$ cat src/rtl/core/sdbc_pkg.sv
`timescale 1ns / 1ps
// ----------------------------------------------------------------------------
// sdbc_pkg
// Shared types and constants of the source delimiter balance checker.
// ----------------------------------------------------------------------------
package sdbc_pkg;

	typedef logic [2:0] kind_t;
	typedef logic [2:0] event_t;

	localparam kind_t KIND_PAREN   = 3'd0;
	localparam kind_t KIND_BRACE   = 3'd1;
	localparam kind_t KIND_BRACKET = 3'd2;
	localparam kind_t KIND_DQUOTE  = 3'd3;
	localparam kind_t KIND_SQUOTE  = 3'd4;
	localparam kind_t KIND_BLOCK   = 3'd5;
	localparam kind_t KIND_LINE    = 3'd6;
	localparam kind_t KIND_NONE    = 3'd7;

	localparam event_t EV_PAIR      = 3'd0;
	localparam event_t EV_STRAY     = 3'd1;
	localparam event_t EV_UNCLOSED  = 3'd2;
	localparam event_t EV_NO_REPORT = 3'd3;
	localparam event_t EV_OVERFLOW  = 3'd4;

	localparam logic [7:0] CH_NL       = 8'h0A;
	localparam logic [7:0] CH_DQUOTE   = 8'h22;
	localparam logic [7:0] CH_SQUOTE   = 8'h27;
	localparam logic [7:0] CH_LPAREN   = 8'h28;
	localparam logic [7:0] CH_RPAREN   = 8'h29;
	localparam logic [7:0] CH_STAR     = 8'h2A;
	localparam logic [7:0] CH_SLASH    = 8'h2F;
	localparam logic [7:0] CH_LBRACKET = 8'h5B;
	localparam logic [7:0] CH_BSLASH   = 8'h5C;
	localparam logic [7:0] CH_RBRACKET = 8'h5D;
	localparam logic [7:0] CH_LBRACE   = 8'h7B;
	localparam logic [7:0] CH_RBRACE   = 8'h7D;

endpackage

$ cat src/rtl/core/sdbc_ram.sv
`timescale 1ns / 1ps
// ----------------------------------------------------------------------------
// sdbc_ram
// Generic single-write, single-read RAM with registered read data.
// ----------------------------------------------------------------------------
module sdbc_ram #(
	parameter int WIDTH = 8,
	parameter int DEPTH = 64
) (
	input  logic                     clk,
	input  logic                     we,
	input  logic [$clog2(DEPTH)-1:0] waddr,
	input  logic [WIDTH-1:0]         wdata,
	input  logic [$clog2(DEPTH)-1:0] raddr,
	output logic [WIDTH-1:0]         rdata
);

	logic [WIDTH-1:0] mem [DEPTH];

	always_ff @(posedge clk) begin
		if (we) begin
			mem[waddr] <= wdata;
		end
		rdata <= mem[raddr];
	end

endmodule

$ cat src/rtl/core/source_delimiter_balance_checker_top.sv
`timescale 1ns / 1ps
// ----------------------------------------------------------------------------
// source_delimiter_balance_checker_top
// Scans source text one byte per item, tracks open delimiters on a stack and
// reports matched pairs, stray closers, overflow and the final verdict.
// Throughput: one item per cycle unless m_tready stalls the output; the item
// marked last steps through held byte, last byte and end report, with one
// stack top update per cycle.
// The top two stack entries live in registers, the rest in a RAM whose
// registered read keeps the third entry ready.
// Reset: asynchronous; stack empty, line 1, no clearing pass over the RAM.
// ----------------------------------------------------------------------------
module source_delimiter_balance_checker_top import sdbc_pkg::*; #(
	parameter int STACK_DEPTH = 64,
	parameter int LINE_BITS   = 16
) (
	input  logic                                clk,
	input  logic                                arst_n,
	input  logic                                s_tvalid,
	output logic                                s_tready,
	input  logic [7:0]                          s_tdata,  // text_byte
	input  logic                                s_tlast,  // last_byte
	output logic                                m_tvalid,
	input  logic                                m_tready,
	// symbol_kind[2:0], line_number[LINE_BITS+2:3], is_balanced, zero fill
	output logic [((LINE_BITS+11)/8)*8-1:0]     m_tdata,
	output logic [2:0]                          m_tuser,  // event_kind
	output logic                                m_tlast   // final_result
);

	localparam int AW        = $clog2(STACK_DEPTH);
	localparam int CW        = $clog2(STACK_DEPTH + 1);
	localparam int RAM_DEPTH = 1 << AW;
	localparam int DATA_W    = ((LINE_BITS + 11) / 8) * 8;
	localparam int ENT_W     = LINE_BITS + 3;

	typedef enum logic [1:0] {
		PH_MAIN,
		PH_TAIL,
		PH_END
	} phase_t;

	typedef struct packed {
		logic                 eat;
		logic                 push;
		logic                 pop;
		logic                 fail;
		logic                 line_inc;
		logic                 emit;
		event_t               ev;
		kind_t                kind;
		logic [LINE_BITS-1:0] line;
	} handle_res_t;

	phase_t               phase_q;
	logic                 item_valid_s1;
	logic [7:0]           byte_s1;
	logic                 last_s1;

	logic [7:0]           held_byte_q;
	logic                 held_valid_q;
	logic [CW-1:0]        count_q;
	logic [LINE_BITS-1:0] line_q;
	logic                 failed_q;
	kind_t                top_kind_q;
	logic [LINE_BITS-1:0] top_line_q;
	kind_t                below_kind_q;
	logic [LINE_BITS-1:0] below_line_q;

	logic                 out_valid_q;
	event_t               out_ev_q;
	kind_t                out_kind_q;
	logic [LINE_BITS-1:0] out_line_q;
	logic                 out_bal_q;
	logic                 out_final_q;

	logic                 can_go;
	logic                 step;
	logic                 item_done;
	logic                 act;
	logic                 la_v;
	logic                 slash_pair;
	logic                 star_close;
	logic                 op_v;
	kind_t                op_k;
	logic                 cl_v;
	kind_t                cl_k;
	kind_t                tk;
	logic                 tk_quote;
	handle_res_t          hr;
	logic [CW-1:0]        count_d;
	logic [CW-1:0]        rd_full;
	logic [ENT_W-1:0]     rd_data;
	logic                 end_line_top;
	logic                 end_v;
	kind_t                end_kind;
	logic [LINE_BITS-1:0] end_line;

	assign can_go    = !out_valid_q || m_tready;
	assign step      = item_valid_s1 && can_go;
	assign item_done = step && (!last_s1 || phase_q == PH_END);
	assign s_tready  = !item_valid_s1 || item_done;
	assign act       = step && phase_q != PH_END && !failed_q && held_valid_q;

	always_comb begin
		la_v       = (phase_q == PH_MAIN);
		slash_pair = held_byte_q == CH_SLASH && la_v && (byte_s1 == CH_STAR || byte_s1 == CH_SLASH);
		star_close = held_byte_q == CH_STAR && la_v && byte_s1 == CH_SLASH;
		op_v = 1'b0;
		op_k = KIND_PAREN;
		cl_v = 1'b0;
		cl_k = KIND_PAREN;
		if (slash_pair) begin
			op_v = 1'b1;
			op_k = (byte_s1 == CH_STAR) ? KIND_BLOCK : KIND_LINE;
		end else if (star_close) begin
			cl_v = 1'b1;
			cl_k = KIND_BLOCK;
		end else begin
			case (held_byte_q)
				CH_DQUOTE: begin
					op_v = 1'b1; op_k = KIND_DQUOTE; cl_v = 1'b1; cl_k = KIND_DQUOTE;
				end
				CH_SQUOTE: begin
					op_v = 1'b1; op_k = KIND_SQUOTE; cl_v = 1'b1; cl_k = KIND_SQUOTE;
				end
				CH_LPAREN:   begin op_v = 1'b1; op_k = KIND_PAREN;   end
				CH_LBRACE:   begin op_v = 1'b1; op_k = KIND_BRACE;   end
				CH_LBRACKET: begin op_v = 1'b1; op_k = KIND_BRACKET; end
				CH_RPAREN:   begin cl_v = 1'b1; cl_k = KIND_PAREN;   end
				CH_RBRACE:   begin cl_v = 1'b1; cl_k = KIND_BRACE;   end
				CH_RBRACKET: begin cl_v = 1'b1; cl_k = KIND_BRACKET; end
				default: ;
			endcase
		end

		tk       = (count_q != '0) ? top_kind_q : KIND_NONE;
		tk_quote = (tk == KIND_DQUOTE) || (tk == KIND_SQUOTE);

		hr      = '0;
		hr.eat  = slash_pair || star_close;
		hr.ev   = EV_PAIR;
		hr.kind = tk;
		hr.line = top_line_q;
		if (tk == KIND_LINE) begin
			if (held_byte_q == CH_NL) begin
				hr.pop = 1'b1;
			end
		end else if (tk == KIND_BLOCK) begin
			if (cl_v && cl_k == KIND_BLOCK) begin
				hr.pop  = 1'b1;
				hr.emit = 1'b1;
			end
		end else if (tk_quote) begin
			if (held_byte_q == CH_BSLASH) begin
				if (la_v) begin
					hr.eat = 1'b1;
					if (byte_s1 == CH_NL) begin
						hr.line_inc = 1'b1;
					end
				end
			end else if (cl_v && cl_k == tk) begin
				hr.pop  = 1'b1;
				hr.emit = 1'b1;
			end
		end else if (op_v) begin
			if (count_q >= CW'(STACK_DEPTH)) begin
				hr.fail = 1'b1;
				hr.emit = 1'b1;
				hr.ev   = EV_OVERFLOW;
				hr.kind = op_k;
				hr.line = line_q;
			end else begin
				hr.push = 1'b1;
				hr.kind = op_k;
				hr.line = line_q;
			end
		end else if (cl_v) begin
			if (tk == cl_k) begin
				hr.pop  = 1'b1;
				hr.emit = 1'b1;
			end else begin
				hr.fail = 1'b1;
				hr.emit = 1'b1;
				hr.ev   = EV_STRAY;
				hr.kind = cl_k;
				hr.line = line_q;
			end
		end
		if (held_byte_q == CH_NL) begin
			hr.line_inc = 1'b1;
			if (tk_quote) begin
				hr.fail = 1'b1;
			end
		end
	end

	always_comb begin
		end_line_top = (count_q != '0) && top_kind_q == KIND_LINE;
		if (end_line_top) begin
			end_v    = count_q >= CW'(2);
			end_kind = below_kind_q;
			end_line = below_line_q;
		end else begin
			end_v    = count_q != '0;
			end_kind = top_kind_q;
			end_line = top_line_q;
		end
	end

	always_comb begin
		count_d = count_q;
		if (step && phase_q == PH_END) begin
			count_d = '0;
		end else if (act && hr.push) begin
			count_d = count_q + CW'(1);
		end else if (act && hr.pop) begin
			count_d = count_q - CW'(1);
		end
	end

	assign rd_full = count_d - CW'(3);

	sdbc_ram #(
		.WIDTH (ENT_W),
		.DEPTH (RAM_DEPTH)
	) u_stack (
		.clk   (clk),
		.we    (act && hr.push),
		.waddr (count_q[AW-1:0]),
		.wdata ({hr.kind, hr.line}),
		.raddr (rd_full[AW-1:0]),
		.rdata (rd_data)
	);

	always_ff @(posedge clk) begin
		if (act && hr.push) begin
			top_kind_q   <= hr.kind;
			top_line_q   <= hr.line;
			below_kind_q <= top_kind_q;
			below_line_q <= top_line_q;
		end else if (act && hr.pop) begin
			top_kind_q   <= below_kind_q;
			top_line_q   <= below_line_q;
			below_kind_q <= rd_data[ENT_W-1:LINE_BITS];
			below_line_q <= rd_data[LINE_BITS-1:0];
		end
		if (s_tvalid && s_tready) begin
			byte_s1 <= s_tdata;
			last_s1 <= s_tlast;
		end
		if (can_go && step) begin
			if (phase_q == PH_END) begin
				out_ev_q    <= end_v ? EV_UNCLOSED : EV_NO_REPORT;
				out_kind_q  <= end_v ? end_kind : KIND_PAREN;
				out_line_q  <= end_v ? end_line : '0;
				out_bal_q   <= !end_v && !failed_q;
				out_final_q <= 1'b1;
			end else begin
				out_ev_q    <= hr.ev;
				out_kind_q  <= hr.kind;
				out_line_q  <= hr.line;
				out_bal_q   <= (hr.ev == EV_PAIR);
				out_final_q <= 1'b0;
			end
		end
	end

	always_ff @(posedge clk or negedge arst_n) begin
		if (!arst_n) begin
			phase_q       <= PH_MAIN;
			item_valid_s1 <= 1'b0;
			held_byte_q   <= '0;
			held_valid_q  <= 1'b0;
			count_q       <= '0;
			line_q        <= LINE_BITS'(1);
			failed_q      <= 1'b0;
			out_valid_q   <= 1'b0;
		end else begin
			if (s_tvalid && s_tready) begin
				item_valid_s1 <= 1'b1;
			end else if (item_done) begin
				item_valid_s1 <= 1'b0;
			end
			if (can_go) begin
				out_valid_q <= step && (phase_q == PH_END || (act && hr.emit));
			end
			count_q <= count_d;
			if (act) begin
				if (hr.fail) begin
					failed_q <= 1'b1;
				end
				if (hr.line_inc && line_q != '1) begin
					line_q <= line_q + LINE_BITS'(1);
				end
			end
			if (step) begin
				unique case (phase_q)
					PH_MAIN: begin
						if (!failed_q) begin
							if (held_valid_q) begin
								if (hr.fail || hr.eat) begin
									held_valid_q <= 1'b0;
								end else begin
									held_byte_q <= byte_s1;
								end
							end else begin
								held_byte_q  <= byte_s1;
								held_valid_q <= 1'b1;
							end
						end
						phase_q <= last_s1 ? PH_TAIL : PH_MAIN;
					end
					PH_TAIL: begin
						held_valid_q <= 1'b0;
						phase_q      <= PH_END;
					end
					PH_END: begin
						held_byte_q  <= '0;
						held_valid_q <= 1'b0;
						line_q       <= LINE_BITS'(1);
						failed_q     <= 1'b0;
						phase_q      <= PH_MAIN;
					end
					default: phase_q <= PH_MAIN;
				endcase
			end
		end
	end

	assign m_tvalid = out_valid_q;
	assign m_tuser  = out_ev_q;
	assign m_tlast  = out_final_q;
	assign m_tdata  = DATA_W'({out_bal_q, out_line_q, out_kind_q});

	a_count_bound: assert property (@(posedge clk) disable iff (!arst_n)
		count_q <= CW'(STACK_DEPTH))
		else $error("stack count beyond depth");

	a_no_held_after_fail: assert property (@(posedge clk) disable iff (!arst_n)
		!(failed_q && held_valid_q))
		else $error("held byte kept after failure");

	a_end_resets: assert property (@(posedge clk) disable iff (!arst_n)
		step && phase_q == PH_END |=> count_q == '0 && line_q == LINE_BITS'(1) && !failed_q)
		else $error("state not cleared after end report");

	a_fail_verdict: assert property (@(posedge clk) disable iff (!arst_n)
		out_valid_q && (out_ev_q == EV_STRAY || out_ev_q == EV_OVERFLOW ||
		out_ev_q == EV_UNCLOSED) |-> !out_bal_q)
		else $error("failure event reported as balanced");

endmodule

$ cat config.mk
export PLATFORM = sky130hd
export DESIGN_NAME = source_delimiter_balance_checker_top
export DESIGN_NICKNAME = d
export VERILOG_FILES = /design/src/rtl/core/sdbc_pkg.sv /design/src/rtl/core/sdbc_ram.sv /design/src/rtl/core/source_delimiter_balance_checker_top.sv
export SDC_FILE = /design/constraint.sdc
export NUM_CORES = 2
export LEC_CHECK = 0
export ABC_AREA = 1
export ABC_CLOCK_PERIOD_IN_PS = 4400
export BUFFER_PORTS_ARGS = -buffer_cell sky130_fd_sc_hd__buf_2
export CAP_MARGIN = 20
export CORE_ASPECT_RATIO = 1.25
export CORE_MARGIN = 1.5
export CORE_UTILIZATION = 32
export CTS_CLUSTER_DIAMETER = 100
export CTS_CLUSTER_SIZE = 8
export DETAILED_ROUTE_END_ITERATION = 7
export HOLD_SLACK_MARGIN = 0.08
export PLACE_DENSITY = 0.45
export SLEW_MARGIN = 30
export SYNTH_ARGS = -nofsm -noshare
export SYNTH_HDL_FRONTEND = slang
export SYNTH_SLANG_ARGS = --single-unit
$ cat constraint.sdc
create_clock -name clk -period 4.4 [get_ports clk]
set_input_delay 0.88 -clock clk [delete_from_list [all_inputs] [get_ports clk]]
set_output_delay 0.88 -clock clk [all_outputs]
set_load 0.02 [all_outputs]
# Yosys cells after proc, flatten, opt, wreduce, memory -nomap -nowiden
# Memories as Yosys holds them, arrays and structs flattened. A register that Yosys moved wholly into a read port is not among the register bits.
# Index checks and enable logic that the tools add are counted.
[op_classes]
n_mul = 0
eq_ne = 29
order_cmp = 2
n_div = 0
n_reduce_logical = 46
shifts = 0
n_bitwise = 0
n_mux = 96
addsub = 4
[ops]
columns = ["op", "count"]
rows = [
  ["16-bit two-way mux", 11],
  ["8-bit by 6-bit equality test with 1-bit output, second input constant", 8],
  ["1-bit two-way mux", 48],
  ["23-bit two-way mux", 2],
  ["22-bit two-way mux", 2],
  ["8-bit by 7-bit equality test with 1-bit output, second input constant", 5],
  ["3-bit two-way mux", 13],
  ["25-bit two-way mux", 1],
  ["8-bit two-way mux", 3],
  ["3-bit one-hot mux with 4 select lines", 2],
  ["1-bit logical AND", 21],
  ["7-bit two-way mux", 3],
  ["20-bit two-way mux", 1],
  ["16-bit by 1-bit adder with 16-bit output, second input constant", 1],
  ["8-bit by 4-bit equality test with 1-bit output, second input constant", 2],
  ["16-bit != test, second input constant", 1],
  ["8-bit one-hot mux with 2 select lines", 1],
  ["3-bit equality test, second input constant", 5],
  ["2-bit two-way mux", 6],
  ["5-bit OR reduction", 2],
  ["1-bit logical OR", 8],
  ["2-bit nonzero test", 4],
  ["7-bit by 1-bit adder with 7-bit output, second input constant", 1],
  ["7-bit by 2-bit >= comparator with 1-bit output, second input constant", 1],
  ["other kinds (19)", 25],
]
[word_totals]
n_memories = 1
latch_bits = 0
rom_bits = 0
out_inout_bits = 30
ramBits = 1216
reg_bits = 108
wordCells = 197
[memory_table]
columns = ["memory", "words", "width", "rd", "rd_clocked_by_memory_dff", "write_ports", "line_no", "text"]
rows = [
  ["u_stack.mem", 64, 19, 1, 1, 1, "sdbc_ram.sv:18", "logic [WIDTH-1:0] mem [DEPTH];"],
]

# Depth between registers and ports, before layout
[depth]
word_depth = 19
ltp_mapped = 30
ltp_nobuf = 26

# Hierarchy
# Synthesis repeated with hierarchy kept, for this count alone.
[hier_totals]
cells_unflattened = 4943
hier_area_um2 = 55909.9
[by_module_without_submodules]
columns = ["module", "area_each_um2", "n_inst", "seq_area_each_um2", "cells_per_inst"]
rows = [
  ["sdbc_ram", 49595.1, 1, 36895.4, 4159],
  ["source_delimiter_balance_checker_top", 6314.8, 1, 3059.2, 784],
]

# Least setup slack after synthesis
# No wires, ideal clock.
[synth_path]
path_kind = "flip-flop to flip-flop"
startpoint = "reg count_q[1]"
endpoint = "mem u_stack.mem[0][18] (netlist name), data pin"
path_slack_ns = -0.415
t_arrival_ns = 4.103
synth_period_minus_slack_ns = 4.815
stages_incl_launch_ff = 10
path_cell_list = "dfrtp_1 -> inv_1 -> ha_1 -> nand2_1 -> nor2_4 -> nor2_1 -> nand3_2 -> nand3_2 -> inv_1 -> o21ai_0"
[synth_lines]
columns = ["element", "line_no", "text"]
rows = [
  ["from (decl)", "source_delimiter_balance_checker_top.sv:62", "logic [CW-1:0] count_q;"],
  ["from (signal assigned)", "source_delimiter_balance_checker_top.sv:288", "count_q <= count_d;"],
  ["to (decl)", "sdbc_ram.sv:18", ""],
]

# Worst setup path in the final report
[layout_path]
startpoint = "reg count_q[0]"
endpoint = "reg u_stack.rdata[2], read port of u_stack.mem"
[layout_via]
elab_chain_cells = 14
elab_cells_between_ends = 32
classes_between = "3 x add/sub; 1 x order compare; 6 x eq/ne; 17 x mux; 5 x reduce/logical"
[layout_lines]
columns = ["element", "line_no", "text"]
rows = [
  ["7-bit nonzero test", "source_delimiter_balance_checker_top.sv:137", "tk = (count_q != '0) ? top_kind_q : KIND_NONE;"],
  ["3-bit two-way mux", "source_delimiter_balance_checker_top.sv:137", ""],
  ["3-bit equality test", "source_delimiter_balance_checker_top.sv:162, source_delimiter_balance_checker_top.sv:179", ""],
  ["1-bit two-way mux / 1-bit logical AND (equally long branches)", "source_delimiter_balance_checker_top.sv:179, source_delimiter_balance_checker_top.sv:162", ""],
  ["2-bit two-way mux / 1-bit two-way mux (equally long branches)", "source_delimiter_balance_checker_top.sv:178, source_delimiter_balance_checker_top.sv:162", ""],
  ["1-bit two-way mux, on equally long branches", "source_delimiter_balance_checker_top.sv:166, source_delimiter_balance_checker_top.sv:155", ""],
  ["1-bit two-way mux", "source_delimiter_balance_checker_top.sv:154", "end else if (tk_quote) begin"],
  ["1-bit two-way mux", "source_delimiter_balance_checker_top.sv:149", "end else if (tk == KIND_BLOCK) begin"],
  ["1-bit two-way mux", "source_delimiter_balance_checker_top.sv:145", "if (tk == KIND_LINE) begin"],
  ["1-bit logical AND", "source_delimiter_balance_checker_top.sv:217", "end else if (act && hr.pop) begin"],
  ["7-bit two-way mux", "source_delimiter_balance_checker_top.sv:217", ""],
  ["7-bit two-way mux *", "source_delimiter_balance_checker_top.sv:215", "end else if (act && hr.push) begin"],
  ["7-bit two-way mux *", "source_delimiter_balance_checker_top.sv:213", "if (step && phase_q == PH_END) begin"],
  ["6-bit by 2-bit subtractor with 6-bit output *", "source_delimiter_balance_checker_top.sv:222", "assign rd_full = count_d - CW'(3);"],
  ["to (decl)", "sdbc_ram.sv:15", "output logic [WIDTH-1:0] rdata"],
]
# Every way passes the cells marked *; elsewhere a longest branch is shown, timed or not.
# A chain may end at the register's enable or synchronous reset.

==> impl_metrics.py <==
metrics = {
    "worst_setup_path": {
        "cp.required_ns": 5.12,
        "r2r_start": "count_q[0]",
        "crit_family": "simple AND/OR/NAND/NOR gates",
        "path_buf_inv": 7,
        "crit_arrival_ns": 4.88,
        "cp_max_fo": 33,
        "path_common_cell": "nand2_1",
        "slowest_stage": "dfrtp_1",
        "end_kind": "register",
        "slowest_delay_ns": 0.35,
        "cp.depth": 27,
        "startpoint": "count_q[0]",
        "worst-r2r-cell-count": 27,
        "path_class": "reg2reg",
        "crit_path_start_kind": "register",
    },
    "clock_tree": {
        "numCtsBuffers": 185,
        "h-tree-depth": 4,
        "cts_tree": "yes",
        "cts_sinks": 1343,
        "clockBufferDepth": 3,
        "clk_latency_ns": 0.83,
        "clockRootBuffer": "clkbuf_16",
        "clk_pin_slew_ns": 0.06,
    },
    "floorplanning": {
        "core-area_um2": 186000,
        "fp.dieH_um": 488,
        "ioPinCount": 43,
        "die_area_um2": 190000,
        "rows": 177,
        "die_w_um": 391,
        "initial_core_util_pct": 32.3,
    },
    "yosys": {
        "synth_top_cell_by_area": "edfxtp_1",
        "async_reset_ff_share_pct": 2.76,
        "syn_area_um2": 60100,
        "synth_ff_type": "edfxtp_1",
        "synth.area.top_cells": "edfxtp_1, nand3_1, nand2_1",
        "synth_edf_count": 1287,
        "syn-mean-instance-area_um2": 10.7,
        "synth_top_cell_area_share_pct": 64.3,
        "yosys_warnings": 0,
        "ys_ff_latch": 1343,
        "synth_cells": 5628,
        "synth_cell_types": 50,
        "yosysSeqAreaShare_pct": 66.5,
    },
    "global_route": {
        "grt_pass1_vias": 40860,
        "overflow": 0,
        "grt_max_degree": 120,
        "grt_util_met2_pct": 36.2,
        "antenna_found_initial": 5,
        "top_usage_layer": "met2",
        "grt_pass1_wl_mm": 295,
        "grt_util_met1_pct": 27.0,
        "grt_usage_pct": 21.3,
        "met3_usage_pct": 3.01,
    },
    "hold_path": {
        "min_from": "s_tdata[5]",
        "min_path_type": "in2reg",
        "hold_depth": 1,
    },
    "route": {
        "drc": 0,
        "vias": 41925,
        "ant_nets": 0,
        "routed_via_density": 4.96,
        "post_drt_wl_per_cell_um": 24.2,
        "wirelength_mm": 205,
        "drt-initial-drc-count": 3262,
        "dr.pass1.iters": 7,
    },
    "layout": {
        "drive_gt1_share_pct": 12.3,
        "area_delta_synth_final_pct": 18.3,
        "post-route-util_pct": 38.2,
        "fin_cells": 8450,
        "nets": 5877,
    },
    "sta": {
        "setup_viol": 0,
        "worst_pin_slew_ns": 0.950,
        "finalHoldViolations": 0,
        "drv_slew": 0,
        "whs_ns": 0.237,
        "finalCritPeriodShare_pct": 94.6,
        "skew_ns": 0.0344,
        "maxSlewHeadroom_pct": 36.7,
        "fmax_mhz": 240,
        "period_minus_slack_ns": 4.16,
        "rsz0062_at_grt": "yes",
    },
    "power": {
        "power_frac_comb_pct": 47.5,
        "power.switching_uw": 24600,
        "p_seq_share_pct": 29.3,
        "ir_drop_v": 0.000540,
        "p_int_uw": 31700,
        "p_clk_share_pct": 23.2,
        "p_sw_share_pct": 43.7,
        "leakagePower_uw": 0.0283,
        "powerDensity_nw_per_um2": 793,
    },
    "run": {
        "cap_violations": 0,
    },
    "placement": {
        "dp_cells": 8168,
        "portBuffers": 38,
        "place_congestion": 0.853,
        "hpwl_mm": 120,
    },
    "run_status": {
        "outcome": "complete, no violations",
    },
}
## power by group through the flow
stage          combinational, uW  sequential (uW)  clock, uW
2_1_floorplan              12200            16700          0
3_3_place_gp               26400            16700          0
3_5_place_dp               26400            16700          0
4_1_cts                    26500            16500      13400
5_1_grt                    28400            16500      13800
6_report                   26800            16500      13100
## cells in the mapped netlist (2+ instances only)
library cell,n
nand3_1,1316
edfxtp_1,1287
nand2_1,972
inv_1,902
nand3b_1,382
clkbuf_1,175
buf_2,126
nor2_1,119
o21ai_0,112
dfrtp_1,36
buf_6,23
dfxtp_1,19
nand4_1,17
a21oi_1,16
buf_4,16
nor3_1,16
inv_2,12
xor2_1,9
nor4_1,8
ha_1,7
nand3_2,7
nor2_2,5
o21ai_1,5
buf_1,4
xnor2_1,4
nand2_2,3
nor2_4,3
a31oi_1,2
clkinv_1,2
nand2_4,2
o31ai_1,2
## timing repair
action	4_1_cts	5_1_grt
pin swaps	0	2
endpoints found under the setup margin	16	19
hold buffers	1	0
setup buffers	0	2
hold endpoints to repair	36	0
cloned	0	5
gates resized for setup	2	44
## path summary, 6_finish.rpt
| check | to | slack, ns |
|---|---|---|
| min in group asynchronous | held_byte_q[1] | 0.59 |
| max reg2reg | u_stack.rdata[2] | 0.24 |
| max in group asynchronous | line_q[12] | 3.39 |
| max | u_stack.rdata[2] | 0.24 |
| min reg2reg | phase_q[0] | 0.54 |
| min | byte_s1[5] | 0.24 |
## sequential cells by signal, indices dropped and copies added (netlist names), 3 cells and up
signal,count
byte_s1,8
top_line_q,16
out_kind_q,3
count_q,7
line_q,16
below_line_q,16
held_byte_q,8
u_stack.rdata,19
below_kind_q,3
u_stack.mem,1216
out_line_q,16
top_kind_q,3
m_tuser,3
## per-stage QoR
stage / setup TNS (ns) / setup slack (ns) / power (uW) / instance area, um^2
floorplan: 0 / 0.117 / 28900 / 60100
global placement: -0.0370 / -0.0370 / 43200 / 65600
detailed placement: -0.302 / -0.0715 / 43100 / 65600
CTS: 0 / 0.0517 / 56400 / 70700
global route: -0.110 / -0.0624 / 58800 / 71100
finish: 0 / 0.236 / 56400 / 71100
## logic make-up (layout without fill, tap and decap cells)
kind of cell    after synthesis  after routing  share of synthesized area [%]
xor+xnor                     14             14                          0.217
other cells                   1             16                        0.00624
simple gates               2856           2856                           23.3
buf+inv                    1260           1561                           8.52
compound gates              147            147                           1.29
flops                      1343           1343                           66.5
fa+ha+maj                     7              7                          0.146
## final cells by class
class | count | area (um^2)
fillers | 18147 | 115000
flip-flops and latches | 1343 | 40000
multi-input cells | 3028 | 15400
clock buffers | 249 | 4910
repair buffers | 383 | 4020
inverters | 916 | 3460
well taps | 2506 | 3140
clock inverters | 13 | 195
diodes | 12 | 30.0
## layer usage
layer / vias to the layer above / wire length, um
li1: 19513 / -
met1: 20924 / 85000
met2: 1179 / 101000
met3: 303 / 10600
met4: 6 / 8410
met5: - / 38
## layout by cell type (no fill, tap or decap), types with 3 or more instances in the layout
master,n
nor2_2,67
inv_1,883
buf_6,9
a21oi_1,15
nand2_4,4
nand2_1,968
buf_2,37
clkbuf_1,62
nor2_1,56
diode_2,12
o21ai_1,5
clkinv_8,6
nand4_1,17
nand3_2,22
o21ai_0,111
xnor2_1,3
nor3_1,15
buf_12,75
nand3b_1,382
nand3_1,1301
buf_4,244
buf_8,5
clkbuf_16,192
buf_16,7
nand2_8,3
dfxtp_1,19
xor2_1,8
inv_6,5
dfrtp_1,36
edfxtp_1,1287
inv_2,28
ha_1,6
conb_1,4
nor2_4,4
nor4_1,6
No activity file was read; power rests on OpenSTA's default activity.
